**src/hdl/zsf_pkg.sv**
```systemverilog
// ---------------------------------------------------------------------------
// Zero-sum triplet finder package
// Shared widths, types and constants of the zero-sum triplet finder.
// ---------------------------------------------------------------------------
package zsf_pkg;

  localparam int unsigned MAX_ELEMENTS  = 16;
  localparam int unsigned VALUE_BITS    = 16;
  localparam int unsigned IDX_BITS      = $clog2(MAX_ELEMENTS);
  localparam int unsigned CNT_BITS      = $clog2(MAX_ELEMENTS + 1);
  localparam int unsigned SUM_BITS      = VALUE_BITS + 2;
  localparam int unsigned IN_DATA_BITS  = ((VALUE_BITS + 7) / 8) * 8;
  localparam int unsigned OUT_DATA_BITS = ((3 * VALUE_BITS + 7) / 8) * 8;

  typedef logic signed [VALUE_BITS-1:0] value_t;
  typedef logic signed [SUM_BITS-1:0]   sum_t;
  typedef logic [IDX_BITS-1:0]          idx_t;
  typedef logic [CNT_BITS-1:0]          cnt_t;

  typedef struct packed {
    logic zero;
    logic neg;
  } cmp_t;

endpackage

```
**src/hdl/zsf_alu.sv**
```systemverilog
// ---------------------------------------------------------------------------
// Zero-sum triplet finder shared compare unit
// Adds three sign-extended operands and reports whether the sum is zero or
// negative; used by both the insertion sort and the pointer sweep.
// ---------------------------------------------------------------------------
module zsf_alu (
  input  zsf_pkg::sum_t op_a_i,
  input  zsf_pkg::sum_t op_b_i,
  input  zsf_pkg::sum_t op_c_i,
  output zsf_pkg::cmp_t cmp_o
);

  zsf_pkg::sum_t sum;

  assign sum        = op_a_i + op_b_i + op_c_i;
  assign cmp_o.zero = (sum == '0);
  assign cmp_o.neg  = sum[zsf_pkg::SUM_BITS-1];

endmodule

```
**src/hdl/zsf_store.sv**
```systemverilog
// ---------------------------------------------------------------------------
// Zero-sum triplet finder value store
// Holds the batch values with one write port and two registered read ports.
// ---------------------------------------------------------------------------
module zsf_store (
  input  logic             clk_i,
  input  logic             we_i,
  input  zsf_pkg::idx_t    waddr_i,
  input  zsf_pkg::value_t  wdata_i,
  input  zsf_pkg::idx_t    raddr_a_i,
  input  zsf_pkg::idx_t    raddr_b_i,
  output zsf_pkg::value_t  rdata_a_o,
  output zsf_pkg::value_t  rdata_b_o
);

  zsf_pkg::value_t mem [zsf_pkg::MAX_ELEMENTS];

  always_ff @(posedge clk_i) begin
    if (we_i) begin
      mem[waddr_i] <= wdata_i;
    end
  end

  always_ff @(posedge clk_i) begin
    rdata_a_o <= mem[raddr_a_i];
    rdata_b_o <= mem[raddr_b_i];
  end

endmodule

```
**src/hdl/zero_sum_triplet_finder_core.sv**
```systemverilog
// ---------------------------------------------------------------------------
// Zero-sum triplet finder core
// Collects a batch of signed values, keeps them sorted and reports every
// zero-sum triplet found by a two-pointer sweep.
// ---------------------------------------------------------------------------
// Values arrive on the slave stream, one per request, with tlast on the final
// value of a batch. Each value is inserted into a sorted store by one shared
// compare unit, one shift step per cycle; how many steps a value takes is set
// by its insertion depth. Values beyond the store depth are dropped.
// After the final value the sweep runs, one anchor after another with a
// pointer step at a time, bound by the single compare unit and the two store
// read ports. Triplets leave on the master stream, one per request, the last
// one of a batch with tlast; tuser flags a batch without any triplet, with
// zero data. Results are held back by one so that the last one can be marked,
// and the block waits while the receiver stalls and the output register is
// full. The slave side is ready only between values and while no sweep is
// running. Reset empties the batch and the output register; no clearing pass
// is needed.
// ---------------------------------------------------------------------------
module zero_sum_triplet_finder_core (
  input  logic                                  clk_i,
  input  logic                                  rst_ni,
  input  logic                                  s_tvalid_i,
  output logic                                  s_tready_o,
  // sample_value
  input  logic [zsf_pkg::IN_DATA_BITS-1:0]      s_tdata_i,
  input  logic                                  s_tlast_i,
  output logic                                  m_tvalid_o,
  input  logic                                  m_tready_i,
  // anchor_value, middle_value, top_value
  output logic [zsf_pkg::OUT_DATA_BITS-1:0]     m_tdata_o,
  // none_found
  output logic [0:0]                            m_tuser_o,
  output logic                                  m_tlast_o
);

  typedef enum logic [2:0] {
    ST_IDLE,
    ST_INS_START,
    ST_INS_CMP,
    ST_ANC_RD,
    ST_ANC_LD,
    ST_PAIR,
    ST_FINISH
  } state_e;

  state_e          state_q, state_d;
  zsf_pkg::cnt_t   cnt_q, cnt_d;
  zsf_pkg::idx_t   j_q, j_d;
  zsf_pkg::idx_t   i_q, i_d;
  zsf_pkg::idx_t   l_q, l_d;
  zsf_pkg::idx_t   r_q, r_d;
  zsf_pkg::value_t key_q, key_d;
  zsf_pkg::value_t x_q, x_d;
  logic            end_q, end_d;
  zsf_pkg::value_t pend_a_q, pend_a_d, pend_b_q, pend_b_d, pend_c_q, pend_c_d;
  logic            pend_valid_q, pend_valid_d;
  zsf_pkg::value_t out_a_q, out_a_d, out_b_q, out_b_d, out_c_q, out_c_d;
  logic            out_none_q, out_none_d;
  logic            out_last_q, out_last_d;
  logic            out_valid_q, out_valid_d;

  logic            mem_we;
  zsf_pkg::idx_t   mem_waddr;
  zsf_pkg::value_t mem_wdata;
  zsf_pkg::idx_t   raddr_a, raddr_b;
  zsf_pkg::value_t rdata_a, rdata_b;
  zsf_pkg::sum_t   op_a, op_b, op_c;
  zsf_pkg::cmp_t   cmp;

  logic            out_free;
  logic            s_accept;
  zsf_pkg::idx_t   l_n, r_n, i_n;
  zsf_pkg::cnt_t   n_ins;

  zsf_store u_store (
    .clk_i     (clk_i),
    .we_i      (mem_we),
    .waddr_i   (mem_waddr),
    .wdata_i   (mem_wdata),
    .raddr_a_i (raddr_a),
    .raddr_b_i (raddr_b),
    .rdata_a_o (rdata_a),
    .rdata_b_o (rdata_b)
  );

  zsf_alu u_alu (
    .op_a_i (op_a),
    .op_b_i (op_b),
    .op_c_i (op_c),
    .cmp_o  (cmp)
  );

  assign s_tready_o = (state_q == ST_IDLE);
  assign s_accept   = s_tvalid_i && s_tready_o;
  assign out_free   = !out_valid_q || m_tready_i;
  assign n_ins      = cnt_q + zsf_pkg::cnt_t'(1);

  always_comb begin
    if (state_q == ST_INS_CMP) begin
      op_a = zsf_pkg::sum_t'(key_q);
      op_b = -zsf_pkg::sum_t'(rdata_a);
      op_c = '0;
    end else begin
      op_a = zsf_pkg::sum_t'(x_q);
      op_b = zsf_pkg::sum_t'(rdata_a);
      op_c = zsf_pkg::sum_t'(rdata_b);
    end
  end

  always_comb begin
    state_d      = state_q;
    cnt_d        = cnt_q;
    j_d          = j_q;
    i_d          = i_q;
    l_d          = l_q;
    r_d          = r_q;
    key_d        = key_q;
    x_d          = x_q;
    end_d        = end_q;
    pend_a_d     = pend_a_q;
    pend_b_d     = pend_b_q;
    pend_c_d     = pend_c_q;
    pend_valid_d = pend_valid_q;
    out_a_d      = out_a_q;
    out_b_d      = out_b_q;
    out_c_d      = out_c_q;
    out_none_d   = out_none_q;
    out_last_d   = out_last_q;
    out_valid_d  = out_valid_q;
    mem_we       = 1'b0;
    mem_waddr    = j_q;
    mem_wdata    = key_q;
    raddr_a      = l_q;
    raddr_b      = r_q;
    l_n          = l_q;
    r_n          = r_q;
    i_n          = i_q + zsf_pkg::idx_t'(1);

    if (out_valid_q && m_tready_i) begin
      out_valid_d = 1'b0;
    end

    case (state_q)
      ST_IDLE: begin
        if (s_accept) begin
          end_d = s_tlast_i;
          key_d = zsf_pkg::value_t'(s_tdata_i[zsf_pkg::VALUE_BITS-1:0]);
          j_d   = cnt_q[zsf_pkg::IDX_BITS-1:0];
          if (cnt_q < zsf_pkg::cnt_t'(zsf_pkg::MAX_ELEMENTS)) begin
            state_d = ST_INS_START;
          end else if (s_tlast_i) begin
            i_d     = '0;
            state_d = ST_ANC_RD;
          end
        end
      end
      ST_INS_START: begin
        if (j_q == '0) begin
          mem_we    = 1'b1;
          mem_waddr = '0;
          mem_wdata = key_q;
          cnt_d     = n_ins;
          if (!end_q) begin
            state_d = ST_IDLE;
          end else if (n_ins < zsf_pkg::cnt_t'(3)) begin
            state_d = ST_FINISH;
          end else begin
            i_d     = '0;
            state_d = ST_ANC_RD;
          end
        end else begin
          raddr_a = j_q - zsf_pkg::idx_t'(1);
          state_d = ST_INS_CMP;
        end
      end
      ST_INS_CMP: begin
        mem_we    = 1'b1;
        mem_waddr = j_q;
        if (cmp.neg) begin
          mem_wdata = rdata_a;
          j_d       = j_q - zsf_pkg::idx_t'(1);
          if (j_q == zsf_pkg::idx_t'(1)) begin
            state_d = ST_INS_START;
          end else begin
            raddr_a = j_q - zsf_pkg::idx_t'(2);
          end
        end else begin
          mem_wdata = key_q;
          cnt_d     = n_ins;
          if (!end_q) begin
            state_d = ST_IDLE;
          end else if (n_ins < zsf_pkg::cnt_t'(3)) begin
            state_d = ST_FINISH;
          end else begin
            i_d     = '0;
            state_d = ST_ANC_RD;
          end
        end
      end
      ST_ANC_RD: begin
        raddr_a = i_q;
        state_d = ST_ANC_LD;
      end
      ST_ANC_LD: begin
        x_d     = rdata_a;
        l_d     = i_q + zsf_pkg::idx_t'(1);
        r_d     = zsf_pkg::idx_t'(cnt_q - zsf_pkg::cnt_t'(1));
        raddr_a = l_d;
        raddr_b = r_d;
        state_d = ST_PAIR;
      end
      ST_PAIR: begin
        if (!(cmp.zero && pend_valid_q && !out_free)) begin
          if (cmp.zero) begin
            if (pend_valid_q) begin
              out_a_d     = pend_a_q;
              out_b_d     = pend_b_q;
              out_c_d     = pend_c_q;
              out_none_d  = 1'b0;
              out_last_d  = 1'b0;
              out_valid_d = 1'b1;
            end
            pend_a_d     = x_q;
            pend_b_d     = rdata_a;
            pend_c_d     = rdata_b;
            pend_valid_d = 1'b1;
            l_n          = l_q + zsf_pkg::idx_t'(1);
            r_n          = r_q - zsf_pkg::idx_t'(1);
          end else if (cmp.neg) begin
            l_n = l_q + zsf_pkg::idx_t'(1);
          end else begin
            r_n = r_q - zsf_pkg::idx_t'(1);
          end
          if (l_n < r_n) begin
            l_d     = l_n;
            r_d     = r_n;
            raddr_a = l_n;
            raddr_b = r_n;
          end else if ((zsf_pkg::cnt_t'(i_n) + zsf_pkg::cnt_t'(2)) < cnt_q) begin
            i_d     = i_n;
            raddr_a = i_n;
            state_d = ST_ANC_LD;
          end else begin
            state_d = ST_FINISH;
          end
        end
      end
      ST_FINISH: begin
        if (out_free) begin
          out_valid_d  = 1'b1;
          out_last_d   = 1'b1;
          if (pend_valid_q) begin
            out_a_d    = pend_a_q;
            out_b_d    = pend_b_q;
            out_c_d    = pend_c_q;
            out_none_d = 1'b0;
          end else begin
            out_a_d    = '0;
            out_b_d    = '0;
            out_c_d    = '0;
            out_none_d = 1'b1;
          end
          pend_valid_d = 1'b0;
          cnt_d        = '0;
          state_d      = ST_IDLE;
        end
      end
      default: begin
        state_d = ST_IDLE;
      end
    endcase
  end

  always_ff @(posedge clk_i or negedge rst_ni) begin
    if (!rst_ni) begin
      state_q      <= ST_IDLE;
      cnt_q        <= '0;
      j_q          <= '0;
      i_q          <= '0;
      l_q          <= '0;
      r_q          <= '0;
      key_q        <= '0;
      x_q          <= '0;
      end_q        <= 1'b0;
      pend_a_q     <= '0;
      pend_b_q     <= '0;
      pend_c_q     <= '0;
      pend_valid_q <= 1'b0;
      out_a_q      <= '0;
      out_b_q      <= '0;
      out_c_q      <= '0;
      out_none_q   <= 1'b0;
      out_last_q   <= 1'b0;
      out_valid_q  <= 1'b0;
    end else begin
      state_q      <= state_d;
      cnt_q        <= cnt_d;
      j_q          <= j_d;
      i_q          <= i_d;
      l_q          <= l_d;
      r_q          <= r_d;
      key_q        <= key_d;
      x_q          <= x_d;
      end_q        <= end_d;
      pend_a_q     <= pend_a_d;
      pend_b_q     <= pend_b_d;
      pend_c_q     <= pend_c_d;
      pend_valid_q <= pend_valid_d;
      out_a_q      <= out_a_d;
      out_b_q      <= out_b_d;
      out_c_q      <= out_c_d;
      out_none_q   <= out_none_d;
      out_last_q   <= out_last_d;
      out_valid_q  <= out_valid_d;
    end
  end

  assign m_tvalid_o = out_valid_q;
  assign m_tdata_o  = zsf_pkg::OUT_DATA_BITS'({out_c_q, out_b_q, out_a_q});
  assign m_tuser_o  = out_none_q;
  assign m_tlast_o  = out_last_q;

  a_pair_order: assert property (@(posedge clk_i) disable iff (!rst_ni)
    (state_q == ST_PAIR) |-> (l_q < r_q))
    else $error("Pointer sweep running with crossed pointers.");

  a_count_bound: assert property (@(posedge clk_i) disable iff (!rst_ni)
    cnt_q <= zsf_pkg::cnt_t'(zsf_pkg::MAX_ELEMENTS))
    else $error("Stored count exceeds the store depth.");

  a_none_result: assert property (@(posedge clk_i) disable iff (!rst_ni)
    (m_tvalid_o && m_tuser_o[0]) |-> (m_tlast_o && (m_tdata_o == '0)))
    else $error("Empty-batch result is not a zero final result.");

  a_idle_clean: assert property (@(posedge clk_i) disable iff (!rst_ni)
    s_tready_o |-> !pend_valid_q)
    else $error("Held-back triplet left over while taking new values.");

  a_insert_depth: assert property (@(posedge clk_i) disable iff (!rst_ni)
    (state_q == ST_INS_CMP) |-> (j_q != '0))
    else $error("Insertion compare at the bottom of the store.");

endmodule

```
**config.mk**
```make
export PLATFORM = sky130hd
export DESIGN_NAME = zero_sum_triplet_finder_core
export DESIGN_NICKNAME = d
export VERILOG_FILES = /design/src/hdl/zsf_pkg.sv /design/src/hdl/zsf_alu.sv /design/src/hdl/zsf_store.sv /design/src/hdl/zero_sum_triplet_finder_core.sv
export SDC_FILE = /design/constraint.sdc
export NUM_CORES = 1
export LEC_CHECK = 0
export BUFFER_PORTS_ARGS = -buffer_cell sky130_fd_sc_hd__buf_2
export CAP_MARGIN = 20
export CORE_UTILIZATION = 55
export CTS_CLUSTER_DIAMETER = 150
export CTS_CLUSTER_SIZE = 28
export DETAILED_ROUTE_END_ITERATION = 7
export PLACE_DENSITY = 0.8
export SETUP_SLACK_MARGIN = 0.3
export SYNTH_ARGS = -nofsm -noshare
export SYNTH_HDL_FRONTEND = slang
export SYNTH_SLANG_ARGS = --single-unit
```
**constraint.sdc**
```tcl
create_clock -name clk_i -period 19.4 [get_ports clk_i]
set_input_delay 0.97 -clock clk_i [delete_from_list [all_inputs] [get_ports clk_i]]
set_output_delay 0.97 -clock clk_i [all_outputs]
set_load 0.05 [all_outputs]
```
==> results.sh <==
export IMPL_status="finished with violations"
export IMPL_violations="design-rule violations"
export IMPL_die_x_um=206.3
export IMPL_max_stage_delay_ns=1.01
export IMPL_hp_class="in -> async"
export IMPL_critPathMaxFanout=66
export IMPL_ant_nets=0
export IMPL_viasPerCell=6.476
export IMPL_finClkSkew_ns=0.02755
export IMPL_antennaDiodeCount=0
export IMPL_grt_pass1_wl_um=86550
export IMPL_path_clk_slew_ns=0.11
export IMPL_yosys_top_cells_area="edfxtp_1 (33%), dfrtp_1 (17%), mux2i_1 (17%)"
export IMPL_yosysSeqAreaShare_pct=53.38
export IMPL_place_port_buffers=72
export IMPL_end_kind="flip-flop"
export IMPL_yosys_area_top_type="edfxtp_1"
export IMPL_synth_nets=1865
export IMPL_vias=15270
export IMPL_grt_max_degree=90
export IMPL_grtUsageTotal_pct=26.76
export IMPL_tightest_slew_ns=1.138
export IMPL_ys_types=86
export IMPL_ys_warn_count=0
export IMPL_drc_errors=22
export IMPL_pin_count=73
export IMPL_fill_cells=3161
export IMPL_drt_initial_drc_count=1605
export IMPL_period_minus_slack_ns=10.26
export IMPL_dp_hpwl_um=37580
export IMPL_gp_congestion=0.9860
export IMPL_fmaxAchievable_mhz=97.45
export IMPL_postCtsSetupRepairBufs=0
export IMPL_worst_path_most_repeated_cell="buf_4"
export IMPL_synthArstFlopShare_pct=35.28
export IMPL_die_h_um=206.3
export IMPL_ys_flop_type="edfxtp_1"
export IMPL_finalHoldViolCount=0
export IMPL_initial_core_util_pct=55.98
export IMPL_yosysMostFrequentCell="mux2i_1"
export IMPL_fin_tns_setup_ns=0
export IMPL_clock_sinks=445
export IMPL_fin_crit_sh_pct=52.89
export IMPL_synth_top_area_share_pct=33.48
export IMPL_drt_first_pass_iters=8
export IMPL_cp_slowest_cell="buf_4"
export IMPL_cts_root_buf="clkbuf_16"
export IMPL_maxSlewViolCount=0
export IMPL_finalSetupViolations=0
export IMPL_cts_buffers=19
export IMPL_fp_coreArea_mm2=0.04102
export IMPL_post_cts_resized=0
export IMPL_relSlewSlack_pct=24.15
export IMPL_area_delta_synth_final_pct=5.563
export IMPL_rows=74
export IMPL_nets=1889
export IMPL_ctsHtreeMaxLevel=1
export IMPL_synth_seq_cells=445
export IMPL_critPathLaunchType="flip-flop"
export IMPL_netlist_area_mm2=0.02296
export IMPL_wire_per_inst_um=24.25
export IMPL_grt_antenna_before_repair=1
export IMPL_worstPathArrival_ns=10.67
export IMPL_fin_util_pct=59.10
export IMPL_multiInputGateArea_mm2=0.009926
export IMPL_grt_pass1_vias=14840
export IMPL_regArea_mm2=0.01226
export IMPL_rsz0062_at_grt="false"
export IMPL_cp_required_ns=19.81
export IMPL_maxCapViolCount=0
export IMPL_drive_gt1_share_pct=14.24
export IMPL_synthCells=1789
export IMPL_r2r_setup_slack_ns=9.14
export IMPL_dieArea_mm2=0.04257
export IMPL_cts_tree="yes"
export IMPL_clock_latency_ns=0.56
export IMPL_worst_hold_slack_ns=0.4657
export IMPL_clock_path_buffers=3
export IMPL_synth_edf_count=256
export IMPL_hold_buffers=0
export IMPL_synth_avg_cell_area_um2=12.84
export IMPL_ys_top_cells_by_count="mux2i_1 (379), edfxtp_1 (256), dfrtp_1 (157), nand2_1 (110), mux2_2 (93)"
export IMPL_overflow=0
export IMPL_worst_setup_path_type="reg -> reg"
export IMPL_totalWireLength_um=57170
==> worst paths after layout <==
kind,start,end,cells after the start
max in group asynchronous,rst_ni,key_q[12],2
worst max register to register,state_q[1],u_store.rdata_a_o[2],28
worst min-delay path,rst_ni,i_q[2],1
worst min register to register,pend_a_q[6],out_a_q[6],1
min in group clk_i,pend_a_q[6],out_a_q[6],1
worst max-delay path,state_q[1],u_store.rdata_a_o[2],28
==> layer usage <==
layer / vias up / share of wire [%] / GRT usage [%]
met1: 7698 / 43 / 37.15
li1: 6775 / - / -
met4: 2 / 2.7 / 7.537
met5: - / 0.017 / 0
met2: 686 / 47 / 44.30
met3: 109 / 7.0 / 3.106
==> area by class of cell <==
type                       instances  share of cell area [%]
clock inverter                     2                 0.05678
clock buffer                      32                   2.163
inverter                          46                  0.7123
sequential                       445                   50.56
multi-input combinational       1193                   40.95
timing repair buffer             108                   2.813
tap                              532                   2.746
==> worst max-delay path, delay by kind of cell (launching register included) <==
family	cells	cell delay [ns]
AO/OA/AOI/OAI	10	2.60
buffers and inverters	4	2.27
adder cells (fa/ha/maj)	4	1.45
flip-flops	1	0.61
AND/OR/NAND/NOR	9	2.77
multiplexers	1	0.29
==> cells in the final DEF, fill, tap and decap left out, types with 45 or more instances in the layout <==
| master | n |
|---|---|
| nand2_1 | 109 |
| dfrtp_1 | 157 |
| mux2i_1 | 379 |
| a22o_1 | 48 |
| edfxtp_1 | 256 |
| nor2_1 | 51 |
| mux2_2 | 93 |
| inv_1 | 45 |
| o21ai_0 | 54 |
| buf_2 | 72 |
==> flip-flops by register name, summed over array words and instances (netlist names), 3 cells and up <==
register           count
u_store.mem          256
key_q                 16
out_a_q               16
out_b_q               16
out_c_q               16
pend_a_q              16
pend_b_q              16
pend_c_q              16
u_store.rdata_a_o     16
u_store.rdata_b_o     16
x_q                   16
cnt_q                  5
i_q                    4
j_q                    4
l_q                    4
r_q                    4
state_q                3
==> logic make-up (layout without fill, tap and decap cells) <==
group / count (synthesis) / in the layout / synth area share [%]
adders and majority gates: 55 / 55 / 3.585
and+or+nand+nor: 317 / 317 / 6.980
AOI/OAI and AO/OA: 313 / 313 / 9.900
muxes: 474 / 474 / 21.21
buffers and inverters: 151 / 188 / 3.618
DFF: 445 / 445 / 53.38
xor gates and xnor gates: 34 / 34 / 1.329
==> stage by stage <==
| step | worst slack [ns] | instance area, µm² | instances |
|---|---|---|---|
| 6_report | 9.139 | 24240 | 2358 |
| 5_1_grt | 8.500 | 24240 | 2358 |
| 4_1_cts | 8.953 | 24170 | 2353 |
| 3_5_place_dp | 9.015 | 23630 | 2319 |
| 3_3_place_gp | 9.310 | 23610 | 2318 |
| 2_1_floorplan | 12.08 | 22960 | 1789 |
Power is left out: the tool's default activity adds up to more than one toggle a clock period on the data nets, which glitch-free logic cannot reach.
